**src/design/nfe_pkg.sv**
```systemverilog
package nfe_pkg;

   // One accepted input word, as held in the input register.
   typedef struct packed {
      logic       action;     // 0 = frame start, 1 = payload byte
      logic       is_idr;
      logic [7:0] data_byte;
   } item_type;

   // One generated output byte on its way to the output register.
   typedef struct packed {
      logic [7:0] out_byte;
      logic       last;
   } beat_type;

   localparam logic ACTION_FRAME   = 1'b0;
   localparam logic ACTION_PAYLOAD = 1'b1;

   // Byte position within the words caused by one input word.
   localparam int unsigned POS_W = 3;
   localparam logic [POS_W-1:0] POS_FIRST       = 3'd0;
   localparam logic [POS_W-1:0] POS_START_LAST  = 3'd3;
   localparam logic [POS_W-1:0] POS_HDR_0       = 3'd4;
   localparam logic [POS_W-1:0] POS_HDR_1       = 3'd5;
   localparam logic [POS_W-1:0] POS_HDR_2       = 3'd6;
   localparam logic [POS_W-1:0] POS_FRAME_LAST  = 3'd7;
   localparam logic [POS_W-1:0] POS_ESCAPE_LAST = 3'd1;

   localparam logic [7:0] BYTE_ZERO       = 8'h00;
   localparam logic [7:0] START_CODE_LAST = 8'h01;
   localparam logic [7:0] EPB_BYTE        = 8'h03;

   localparam logic [7:0] IDR_HDR_0 = 8'h25;
   localparam logic [7:0] IDR_HDR_1 = 8'hB8;
   localparam logic [7:0] IDR_HDR_2 = 8'h04;
   localparam logic [7:0] P_HDR_0   = 8'h21;
   localparam logic [7:0] P_HDR_1   = 8'hE0;
   localparam logic [7:0] P_HDR_2   = 8'h03;
   localparam logic [7:0] HDR_3     = 8'hFF;

   localparam logic [1:0] ZERO_RUN_MAX = 2'd2;

endpackage

```
**src/design/h264_nal_frame_escaper.sv**
```systemverilog
// H.264 slice framer with emulation prevention. Each input word either starts a
// frame (req_tuser bit 0 low) or carries one payload byte in req_tdata. A frame
// start produces eight output words: the start code 00 00 00 01 followed by a
// four-byte slice header prefix, 25 B8 04 FF for an IDR frame (which clears the
// 8-bit frame counter) or 21 E0 03 FF with the advanced counter merged into the
// second and third bytes for a P frame. A payload byte produces one output word,
// or two when it is 00..03 and follows two zero payload bytes, in which case an
// 03 byte is inserted ahead of it. Header bytes do not count toward the zero run,
// and the run restarts at each frame start. rsp_tlast marks the final output word
// caused by each input word. The block holds one input word in an input register
// while a small byte generator emits its output bytes into an output register,
// one per cycle whenever that register can take a byte, so the output port sets
// the pace. The next input word is accepted in the same cycle that the held word
// hands its final byte to the output register, so back-to-back words leave the
// byte generator no idle gap.
module h264_nal_frame_escaper
   import nfe_pkg::*;
(
   input  logic       clock,
   input  logic       reset,
   input  logic       req_tvalid,
   output logic       req_tready,
   input  logic [7:0] req_tdata,   // [7:0] data_byte
   input  logic [1:0] req_tuser,   // [0] action, [1] is_idr
   output logic       rsp_tvalid,
   input  logic       rsp_tready,
   output logic [7:0] rsp_tdata,   // [7:0] out_byte
   output logic       rsp_tlast
);

   item_type in_item;
   item_type item;
   logic     item_valid;
   logic     item_done;
   logic     step;
   beat_type beat;
   beat_type out_beat;

   assign in_item.action    = req_tuser[0];
   assign in_item.is_idr    = req_tuser[1];
   assign in_item.data_byte = req_tdata;

   // Input register: holds the word whose output bytes are being generated.
   nfe_in_stage u_in_stage (
      .clock      (clock),
      .reset      (reset),
      .in_valid   (req_tvalid),
      .in_ready   (req_tready),
      .in_item    (in_item),
      .item_valid (item_valid),
      .item       (item),
      .item_done  (item_done)
   );

   // Byte generator: walks the output positions of the held word and keeps the
   // frame counter and zero-run state, which advance when the word completes.
   nfe_byte_gen u_byte_gen (
      .clock      (clock),
      .reset      (reset),
      .item_valid (item_valid),
      .item       (item),
      .step       (step),
      .beat       (beat),
      .item_done  (item_done)
   );

   // Output register: decouples the generator from backpressure on rsp_tready.
   nfe_out_stage u_out_stage (
      .clock      (clock),
      .reset      (reset),
      .beat_valid (item_valid),
      .beat       (beat),
      .step       (step),
      .out_valid  (rsp_tvalid),
      .out_ready  (rsp_tready),
      .out_beat   (out_beat)
   );

   assign rsp_tdata = out_beat.out_byte;
   assign rsp_tlast = out_beat.last;

endmodule

```
**src/design/nfe_in_stage.sv**
```systemverilog
module nfe_in_stage
   import nfe_pkg::*;
(
   input  logic     clock,
   input  logic     reset,
   input  logic     in_valid,
   output logic     in_ready,
   input  item_type in_item,
   output logic     item_valid,
   output item_type item,
   input  logic     item_done
);

   logic     vld_ff, vld_in;
   item_type item_ff;

   // A new word may enter while the held one hands off its final byte.
   assign in_ready = !vld_ff || item_done;

   always_comb begin
      vld_in = vld_ff;
      if (item_done) begin
         vld_in = 1'b0;
      end
      if (in_valid && in_ready) begin
         vld_in = 1'b1;
      end
   end

   always_ff @(posedge clock) begin
      if (reset) begin
         vld_ff <= 1'b0;
      end else begin
         vld_ff <= vld_in;
      end
   end

   always_ff @(posedge clock) begin
      if (in_valid && in_ready) begin
         item_ff <= in_item;
      end
   end

   assign item_valid = vld_ff;
   assign item       = item_ff;

endmodule

```
**src/design/nfe_byte_gen.sv**
```systemverilog
module nfe_byte_gen
   import nfe_pkg::*;
(
   input  logic     clock,
   input  logic     reset,
   input  logic     item_valid,
   input  item_type item,
   input  logic     step,
   output beat_type beat,
   output logic     item_done
);

   logic [POS_W-1:0] pos_ff, pos_in;
   logic [7:0]       frame_count_ff, frame_count_in;
   logic [1:0]       zero_run_ff, zero_run_in;

   logic [7:0]       count_next;
   logic [7:0]       count_shl;
   logic             escape;
   logic [POS_W-1:0] last_pos;
   logic [7:0]       byte_val;
   logic             is_last;

   assign count_next = frame_count_ff + 8'd1;
   assign count_shl  = {count_next[2:0], 5'd0};

   // A run value of three cannot occur, and the high bit treats it as two.
   assign escape = zero_run_ff[1] && (item.data_byte <= EPB_BYTE);

   always_comb begin
      if (item.action == ACTION_FRAME) begin
         last_pos = POS_FRAME_LAST;
      end else if (escape) begin
         last_pos = POS_ESCAPE_LAST;
      end else begin
         last_pos = POS_FIRST;
      end
   end

   assign is_last = (pos_ff == last_pos);

   always_comb begin
      byte_val = BYTE_ZERO;
      if (item.action == ACTION_FRAME) begin
         case (pos_ff)
            POS_START_LAST: byte_val = START_CODE_LAST;
            POS_HDR_0:      byte_val = item.is_idr ? IDR_HDR_0 : P_HDR_0;
            POS_HDR_1:      byte_val = item.is_idr ? IDR_HDR_1
                                                   : (P_HDR_1 | {3'd0, count_next[7:3]});
            POS_HDR_2:      byte_val = item.is_idr ? IDR_HDR_2 : (P_HDR_2 | count_shl);
            POS_FRAME_LAST: byte_val = HDR_3;
            default:        byte_val = BYTE_ZERO;
         endcase
      end else if (escape && (pos_ff == POS_FIRST)) begin
         byte_val = EPB_BYTE;
      end else begin
         byte_val = item.data_byte;
      end
   end

   assign beat.out_byte = byte_val;
   assign beat.last     = is_last;
   assign item_done     = item_valid && step && is_last;

   always_comb begin
      pos_in         = pos_ff;
      frame_count_in = frame_count_ff;
      zero_run_in    = zero_run_ff;
      if (item_valid && step) begin
         pos_in = is_last ? POS_FIRST : pos_ff + 3'd1;
      end
      if (item_done) begin
         if (item.action == ACTION_FRAME) begin
            frame_count_in = item.is_idr ? 8'd0 : count_next;
            zero_run_in    = 2'd0;
         end else if (item.data_byte == BYTE_ZERO) begin
            // After an inserted byte the run restarts and this zero counts once.
            if (escape) begin
               zero_run_in = 2'd1;
            end else if (zero_run_ff[1]) begin
               zero_run_in = ZERO_RUN_MAX;
            end else begin
               zero_run_in = zero_run_ff + 2'd1;
            end
         end else begin
            zero_run_in = 2'd0;
         end
      end
   end

   always_ff @(posedge clock) begin
      if (reset) begin
         pos_ff         <= POS_FIRST;
         frame_count_ff <= 8'd0;
         zero_run_ff    <= 2'd0;
      end else begin
         pos_ff         <= pos_in;
         frame_count_ff <= frame_count_in;
         zero_run_ff    <= zero_run_in;
      end
   end

endmodule

```
**src/design/nfe_out_stage.sv**
```systemverilog
module nfe_out_stage
   import nfe_pkg::*;
(
   input  logic     clock,
   input  logic     reset,
   input  logic     beat_valid,
   input  beat_type beat,
   output logic     step,
   output logic     out_valid,
   input  logic     out_ready,
   output beat_type out_beat
);

   logic     vld_ff, vld_in;
   beat_type beat_ff;

   // The register loads whenever it is empty or its word is taken this cycle.
   assign step = !vld_ff || out_ready;

   always_comb begin
      vld_in = vld_ff;
      if (step) begin
         vld_in = beat_valid;
      end
   end

   always_ff @(posedge clock) begin
      if (reset) begin
         vld_ff <= 1'b0;
      end else begin
         vld_ff <= vld_in;
      end
   end

   always_ff @(posedge clock) begin
      if (step && beat_valid) begin
         beat_ff <= beat;
      end
   end

   assign out_valid = vld_ff;
   assign out_beat  = beat_ff;

endmodule
```
**config.mk**
```make
export PLATFORM = sky130hd
export DESIGN_NAME = h264_nal_frame_escaper
export DESIGN_NICKNAME = d
export VERILOG_FILES = /design/src/design/nfe_pkg.sv /design/src/design/h264_nal_frame_escaper.sv /design/src/design/nfe_in_stage.sv /design/src/design/nfe_byte_gen.sv /design/src/design/nfe_out_stage.sv
export SDC_FILE = /design/constraint.sdc
export NUM_CORES = 1
export LEC_CHECK = 0
export ABC_AREA = 0
export BUFFER_PORTS_ARGS = -buffer_cell sky130_fd_sc_hd__buf_2
export CORE_UTILIZATION = 50
export DETAILED_ROUTE_END_ITERATION = 10
export GPL_ROUTABILITY_DRIVEN = 0
export MAX_ROUTING_LAYER = met4
export PLACE_DENSITY_LB_ADDON = 0.25
export SLEW_MARGIN = 20
export SYNTH_ARGS = -nofsm -noshare
export SYNTH_HDL_FRONTEND = slang
export SYNTH_SLANG_ARGS = --single-unit
export TNS_END_PERCENT = 1
```
**constraint.sdc**
```tcl
create_clock -name clock -period 3.4 [get_ports clock]
set_input_delay 0.34 -clock clock [delete_from_list [all_inputs] [get_ports clock]]
set_output_delay 0.34 -clock clock [all_outputs]
set_load 0.02 [all_outputs]
```
==> results.sh, run 1 <==
export IMPL_min_path_cells=1
export IMPL_clock_insertion_delay_worst_skew_ns=0.33
export IMPL_worstPathRequired_ns=3.37
export IMPL_regToRegStartpoint="u_in_stage.item[2]$_DFFE_PP_"
export IMPL_slew_viol_final=0
export IMPL_grt_start_max_net_pins=19
export IMPL_total_grt_usage_pct=20.7
export IMPL_synth_net_count=187
export IMPL_cts_num_sinks=34
export IMPL_timing_critical_path_arrival_ns=2.45
export IMPL_layout_drive_gt1_share_pct=19.8
export IMPL_dpl_hpwl_mm=2.42
export IMPL_timing_setup_critical_path_class="reg -> reg"
export IMPL_area_used_by_sequential_logic_in_the_layout_um2=871
export IMPL_fin_nets=212
export IMPL_root_buffer="sky130_fd_sc_hd__clkbuf_4"
export IMPL_htree_num_levels=2
export IMPL_yosysWarnings=0
export IMPL_combined_area_of_the_multi_input_logic_cells_um2=746
export IMPL_final_min_period_over_clock_period_pct=73.1
export IMPL_grt_pass1_wl_mm=5.23
export IMPL_first_iter_violations=45
export IMPL_yosys_register_bits=34
export IMPL_reg2reg_slack_ns=0.91
export IMPL_critPathLaunchType="flop"
export IMPL_clk_transition_reported_paths_ns=0.11
export IMPL_totalNegativeSetupSlack_ns=0
export IMPL_finalClockSkew_ns=0.00670
export IMPL_maxSlewHeadroom_pct=40.7
export IMPL_synthesis_area_per_instance_um2=10.1
export IMPL_die_h_um=60.0
export IMPL_max_clock_path_buffers=2
export IMPL_cts_tree="built"
export IMPL_detail_route_vias_per_cell=5.60
export IMPL_crit_path_max_fanout=10
export IMPL_postSynthCellCount=166
export IMPL_timing_final_setup_violations=0
export IMPL_avgRoutedWirePerCell_um=13.6
export IMPL_floorplan_initialDensity_pct=53.8
export IMPL_ioPinCount=25
export IMPL_postSynth_asyncResetShare_pct=0
export IMPL_worst_reg2reg_path_depth=6
export IMPL_first_global_vias=1195
export IMPL_numPlacedInstances=228
export IMPL_hp_start="req_tdata[2]"
export IMPL_post_place_ws_ns=0.897
export IMPL_length_of_the_first_detailed_routing_pass_in_iterations=4
export IMPL_dominantRegCellSynth="sky130_fd_sc_hd__edfxtp_1"
export IMPL_worst_slew_pin_transition_ns=0.889
export IMPL_setup_repair_after_global_routing_missed_its_margin="no"
export IMPL_ir_worst_vdd_mv=0.257
export IMPL_hold_end="u_in_stage.item[2]$_DFFE_PP_"
export IMPL_postCtsSetupRepairBufs=0
export IMPL_numCtsBuffers=5
export IMPL_drv_cap=0
export IMPL_finalWorstSetupSlack_ns=0.914
export IMPL_core_rowCount=20
export IMPL_number_of_nets_still_failing_antenna_checks_after_routing=0
export IMPL_gr_total_overflow=0
export IMPL_power_leakage_nw=0.727
export IMPL_hold_class="in -> reg"
export IMPL_rr_endpoint="u_in_stage.item[0]$_DFFE_PP_"
export IMPL_route_detailed_drc=0
export IMPL_dr_total_vias=1322
export IMPL_cts_repair_resize_count=0
export IMPL_post_synth_instance_area_mm2=0.00168
export IMPL_area_growth_from_synthesis_to_layout_pct=15.1
export IMPL_run_status="complete, no violations"
export IMPL_grt_antenna_before_repair=0
export IMPL_io_buffer_count=24
export IMPL_cp_end_kind="flop"
export IMPL_synth_edff_count=19
export IMPL_maximum_frequency_from_static_timing_analysis_ghz=0.402
export IMPL_synth_yosys_seq_area_share_pct=51.8
export IMPL_fp_dieW_um=60.0
export IMPL_area_enclosed_by_the_die_boundary_mm2=0.00360
export IMPL_report_final_hold_viol_count=0
export IMPL_clock_period_minus_worst_slack_ns=2.49
export IMPL_n_antenna_cell=0
export IMPL_power_density_mw_per_mm2=470
export IMPL_core_area_mm2=0.00313
export IMPL_finish_cell_count_without_fillers=236
export IMPL_synth_lib_cells_used_distinct=44
export IMPL_fill_count=262
export IMPL_cts_hold_fix_buffers=0
export IMPL_routed_wl_mm=3.21
cell usage after synthesis, types with 2 or more instances:
cell type	instances	area [um^2]
sky130_fd_sc_hd__nor3b_1	2	15.0
sky130_fd_sc_hd__xor2_1	2	17.5
sky130_fd_sc_hd__o211ai_1	2	15.0
sky130_fd_sc_hd__o41ai_1	2	17.5
sky130_fd_sc_hd__dfxtp_1	15	300
sky130_fd_sc_hd__or3b_1	2	17.5
sky130_fd_sc_hd__xnor2_1	4	35.0
sky130_fd_sc_hd__inv_1	9	33.8
sky130_fd_sc_hd__nand2_1	8	30.0
sky130_fd_sc_hd__edfxtp_1	19	571
sky130_fd_sc_hd__o21ai_0	9	45.0
sky130_fd_sc_hd__nor2_1	15	56.3
sky130_fd_sc_hd__o21a_1	2	15.0
sky130_fd_sc_hd__clkbuf_1	4	15.0
sky130_fd_sc_hd__a21oi_1	18	90.1
sky130_fd_sc_hd__nor3_1	7	35.0
sky130_fd_sc_hd__nand2b_1	2	12.5
sky130_fd_sc_hd__nand3b_1	4	30.0
sky130_fd_sc_hd__and3_1	2	12.5
sky130_fd_sc_hd__ha_1	7	87.6
sky130_fd_sc_hd__nor2b_1	3	18.8
sky130_fd_sc_hd__nand3_1	6	30.0
final cells by class:
| cell class | instances | share of cell area (%) |
|---|---|---|
| repair buffers | 24 | 6.21 |
| inverters | 10 | 1.94 |
| clock buffers | 5 | 1.94 |
| well taps | 44 | 2.84 |
| multi-input cells | 116 | 38.5 |
| flip-flops and latches | 34 | 45.0 |
| clock inverters | 3 | 3.56 |
cells by family (layout without fill, tap and decap cells):
logic type / count (synthesis) / count (layout) / share of synthesized area (%)
AOI/OAI and AO/OA: 45 / 45 / 16.8
xor gates and xnor gates: 6 / 6 / 3.12
adders and majority gates: 7 / 7 / 5.21
buffers and inverters: 16 / 42 / 3.87
DFF: 34 / 34 / 51.8
and+or+nand+nor: 58 / 58 / 19.2
worst max-delay path, cell delays in order (launching register included):
cell and delay [ns]:
sky130_fd_sc_hd__edfxtp_1 0.45, sky130_fd_sc_hd__nor4_4 0.37, sky130_fd_sc_hd__a31o_2 0.22, sky130_fd_sc_hd__a31oi_2 0.13
sky130_fd_sc_hd__inv_2 0.10, sky130_fd_sc_hd__nand2_1 0.10, sky130_fd_sc_hd__a21oi_1 0.75
power breakdown:
group | leakage [nW] | internal, W | switching (W)
combinational | 0.368 | 0.0000256 | 0.0000471
sequential | 0.304 | 0.000455 | 0.0000130
clock | 0.0554 | 0.000230 | 0.000138
metal layers:
metal | GRT usage [%] | up-vias | share of wire [%]
met5 | - | - | 0
li1 | - | 656 | -
met1 | 24.9 | 638 | 47
met3 | 5.84 | 6 | 3.1
met2 | 33.0 | 22 | 49
met4 | 7.31 | 0 | 1.4
per-stage QoR:
| step | area (um^2) | util [%] | total power, W | hold WS [ns] |
|---|---|---|---|---|
| floorplan | 1680 | - | 0.000524 | 0.439 |
| global placement | 1830 | 58.5 | 0.000548 | 0.485 |
| detailed placement | 1830 | 58.5 | 0.000550 | 0.503 |
| CTS | 1940 | 61.9 | 0.000915 | 0.163 |
| global route | 1940 | 61.9 | 0.000937 | 0.153 |
| finish | 1940 | 61.9 | 0.000909 | 0.171 |
flip-flops by register name, summed over array words and instances, names as in the netlist:
name and cells:
u_byte_gen.pos_ff 3, u_in_stage.item_valid 1, u_byte_gen.zero_run_ff 2, u_byte_gen.frame_count_ff 8, u_out_stage.out_valid 1, u_in_stage.item 10, u_out_stage.out_beat 9
layout by cell type (no fill, tap or decap), types with 5 or more instances in the layout:
master,Yosys,layout
sky130_fd_sc_hd__dfxtp_1,15,15
sky130_fd_sc_hd__o21ai_0,9,9
sky130_fd_sc_hd__edfxtp_1,19,19
sky130_fd_sc_hd__clkbuf_4,0,5
sky130_fd_sc_hd__buf_2,1,24
sky130_fd_sc_hd__inv_1,9,9
sky130_fd_sc_hd__nand2_1,8,8
sky130_fd_sc_hd__nand3_1,6,6
sky130_fd_sc_hd__ha_1,7,7
sky130_fd_sc_hd__nor2_1,15,15
sky130_fd_sc_hd__nor3_1,7,7
sky130_fd_sc_hd__a21oi_1,18,18
how the worst max path moves through the flow:
stage	start	slack, ns	end	cells past startpoint
3_3_place_gp	u_in_stage.item[2]$_DFFE_PP_	0.99	u_in_stage.item[6]$_DFFE_PP_	6
2_1_floorplan	u_in_stage.item[2]$_DFFE_PP_	1.20	u_in_stage.item[0]$_DFFE_PP_	6
3_5_place_dp	u_in_stage.item[2]$_DFFE_PP_	0.90	u_in_stage.item[2]$_DFFE_PP_	6
4_1_cts	u_in_stage.item[2]$_DFFE_PP_	0.88	u_in_stage.item[4]$_DFFE_PP_	6
6_report	u_in_stage.item[2]$_DFFE_PP_	0.91	u_in_stage.item[0]$_DFFE_PP_	6
5_1_grt	u_in_stage.item[9]$_DFFE_PP_	0.66	u_in_stage.item[9]$_DFFE_PP_	6
No activity file was read; power rests on OpenSTA's default activity.
==> run 2, diff against run 1 <==
- clock period: 3.4 -> 2.5 ns (I/O delays scaled with it)
==> results.sh, run 2 (synthesis gave the netlist of run 1 again) <==
export IMPL_timing_final_setup_violations=0
export IMPL_final_min_period_over_clock_period_pct=89.6
export IMPL_layout_cells_most_common="sky130_fd_sc_hd__buf_2"
export IMPL_gr_total_overflow=0
export IMPL_clock_insertion_delay_worst_skew_ns=0.33
export IMPL_dr_total_vias=1350
export IMPL_area_growth_from_synthesis_to_layout_pct=13.6
export IMPL_io_buffer_count=24
export IMPL_ir_worst_vdd_mv=0.365
export IMPL_length_of_the_first_detailed_routing_pass_in_iterations=4
export IMPL_htree_num_levels=2
export IMPL_cts_hold_fix_buffers=0
export IMPL_core_area_mm2=0.00313
export IMPL_clock_period_minus_worst_slack_ns=2.24
export IMPL_grt_start_max_net_pins=19
export IMPL_power_leakage_nw=0.722
export IMPL_largest_register_ff_count=10
export IMPL_cpPeakStageDelay_ns=0.44
export IMPL_fin_nets=216
export IMPL_slew_viol_final=0
export IMPL_cp_end_kind="primary output"
export IMPL_numCtsBuffers=5
export IMPL_totalNegativeSetupSlack_ns=0
export IMPL_die_h_um=60.0
export IMPL_crit_path_max_fanout=5
export IMPL_area_enclosed_by_the_die_boundary_mm2=0.00360
export IMPL_core_rowCount=20
export IMPL_floorplan_initialDensity_pct=53.8
export IMPL_number_of_nets_still_failing_antenna_checks_after_routing=0
export IMPL_worst_slew_pin_transition_ns=0.407
export IMPL_postCtsSetupRepairBufs=0
export IMPL_n_antenna_cell=0
export IMPL_cts_repair_resize_count=0
export IMPL_fp_dieW_um=60.0
export IMPL_grt_pass1_wl_mm=5.20
export IMPL_first_global_vias=1175
export IMPL_final_util_pct=61.1
export IMPL_total_grt_usage_pct=20.8
export IMPL_maximum_frequency_from_static_timing_analysis_ghz=0.446
export IMPL_first_iter_violations=46
export IMPL_critPathSlowestCell="sky130_fd_sc_hd__edfxtp_1"
export IMPL_critPathLaunchType="flop"
export IMPL_finalClockSkew_ns=0.00914
export IMPL_cts_tree="built"
export IMPL_max_flop_register="u_in_stage.item"
export IMPL_avgRoutedWirePerCell_um=13.6
export IMPL_grt_antenna_before_repair=0
export IMPL_power_density_mw_per_mm2=534
export IMPL_timing_hold_ws_ns=0.0820
export IMPL_root_buffer="sky130_fd_sc_hd__clkbuf_4"
export IMPL_detail_route_vias_per_cell=5.63
export IMPL_setup_repair_after_global_routing_missed_its_margin="no"
export IMPL_most_common_layout_cells="sky130_fd_sc_hd__buf_2, sky130_fd_sc_hd__edfxtp_1, sky130_fd_sc_hd__a21oi_1"
export IMPL_hold_class="in -> reg"
export IMPL_report_final_hold_viol_count=0
export IMPL_path_cells="nor4_4 > a31o_2 > a31oi_2 > o21ai_0 > buf_2"
export IMPL_timing_setup_critical_path_class="reg -> out"
export IMPL_dpl_hpwl_mm=2.46
export IMPL_clk_transition_reported_paths_ns=0.10
export IMPL_max_clock_path_buffers=2
export IMPL_ioPinCount=25
export IMPL_layout_drive_gt1_share_pct=20.9
export IMPL_routed_wl_mm=3.26
export IMPL_timing_critical_path_arrival_ns=1.99
export IMPL_drv_cap=0
export IMPL_reg2reg_slack_ns=0.44
export IMPL_worstPathRequired_ns=2.25
export IMPL_maxSlewHeadroom_pct=72.2
export IMPL_route_detailed_drc=0
export IMPL_post_layout_total_power_w=0.00102
export IMPL_cts_num_sinks=34
export IMPL_run_status="complete, no violations"
-- run 2: cell type report --
cell class | instances | area, um^2
inverter | 10 | 37.5
clock inverter | 2 | 10.0
fill | 273 | 1220
tap | 44 | 55.1
timing repair buffer | 28 | 150
sequential | 34 | 871
clock buffer | 6 | 41.3
multi-input combinational | 116 | 746
-- run 2: where the power goes --
group / leakage [nW] / internal [W] / switching (W)
Combinational: 0.387 / 0.0000391 / 0.0000682
Sequential: 0.304 / 0.000619 / 0.0000143
Clock: 0.0320 / 0.000107 / 0.000173
-- run 2: through the flow --
stage               setup slack (ns)  cells  cell area (um^2)
finish                         0.259    240              1910
global route                  0.0372    240              1910
CTS                            0.251    240              1910
detailed placement             0.473    232              1860
global placement               0.540    232              1860
floorplan                      0.297    166              1680
-- run 2: layer usage --
layer	track usage (%)	routed length, um	vias to the layer above
met1	24.8	1370	634
met3	5.84	223	6
met5	-	0	-
li1	-	-	662
met4	6.98	40	0
met2	33.7	1620	48
-- run 2: path summary, 6_finish.rpt --
kind / start / end / cells past startpoint
max: u_in_stage.item[2]$_DFFE_PP_ / req_tready / 5
min: req_tdata[7] / u_in_stage.item[7]$_DFFE_PP_ / 1
max reg2reg: u_in_stage.item[2]$_DFFE_PP_ / u_in_stage.item[4]$_DFFE_PP_ / 7
min reg2reg: u_in_stage.item_valid$_SDFFE_PP0P_ / u_out_stage.out_valid$_SDFFE_PP0N_ / 2
-- run 2: critical path: cells and delay by family, from the launching register on --
| family | cells | cell delay (ns) |
|---|---|---|
| and+or+nand+nor | 1 | 0.40 |
| AOI/OAI and AO/OA | 3 | 0.60 |
| buffers and inverters | 1 | 0.21 |
| DFF | 1 | 0.44 |
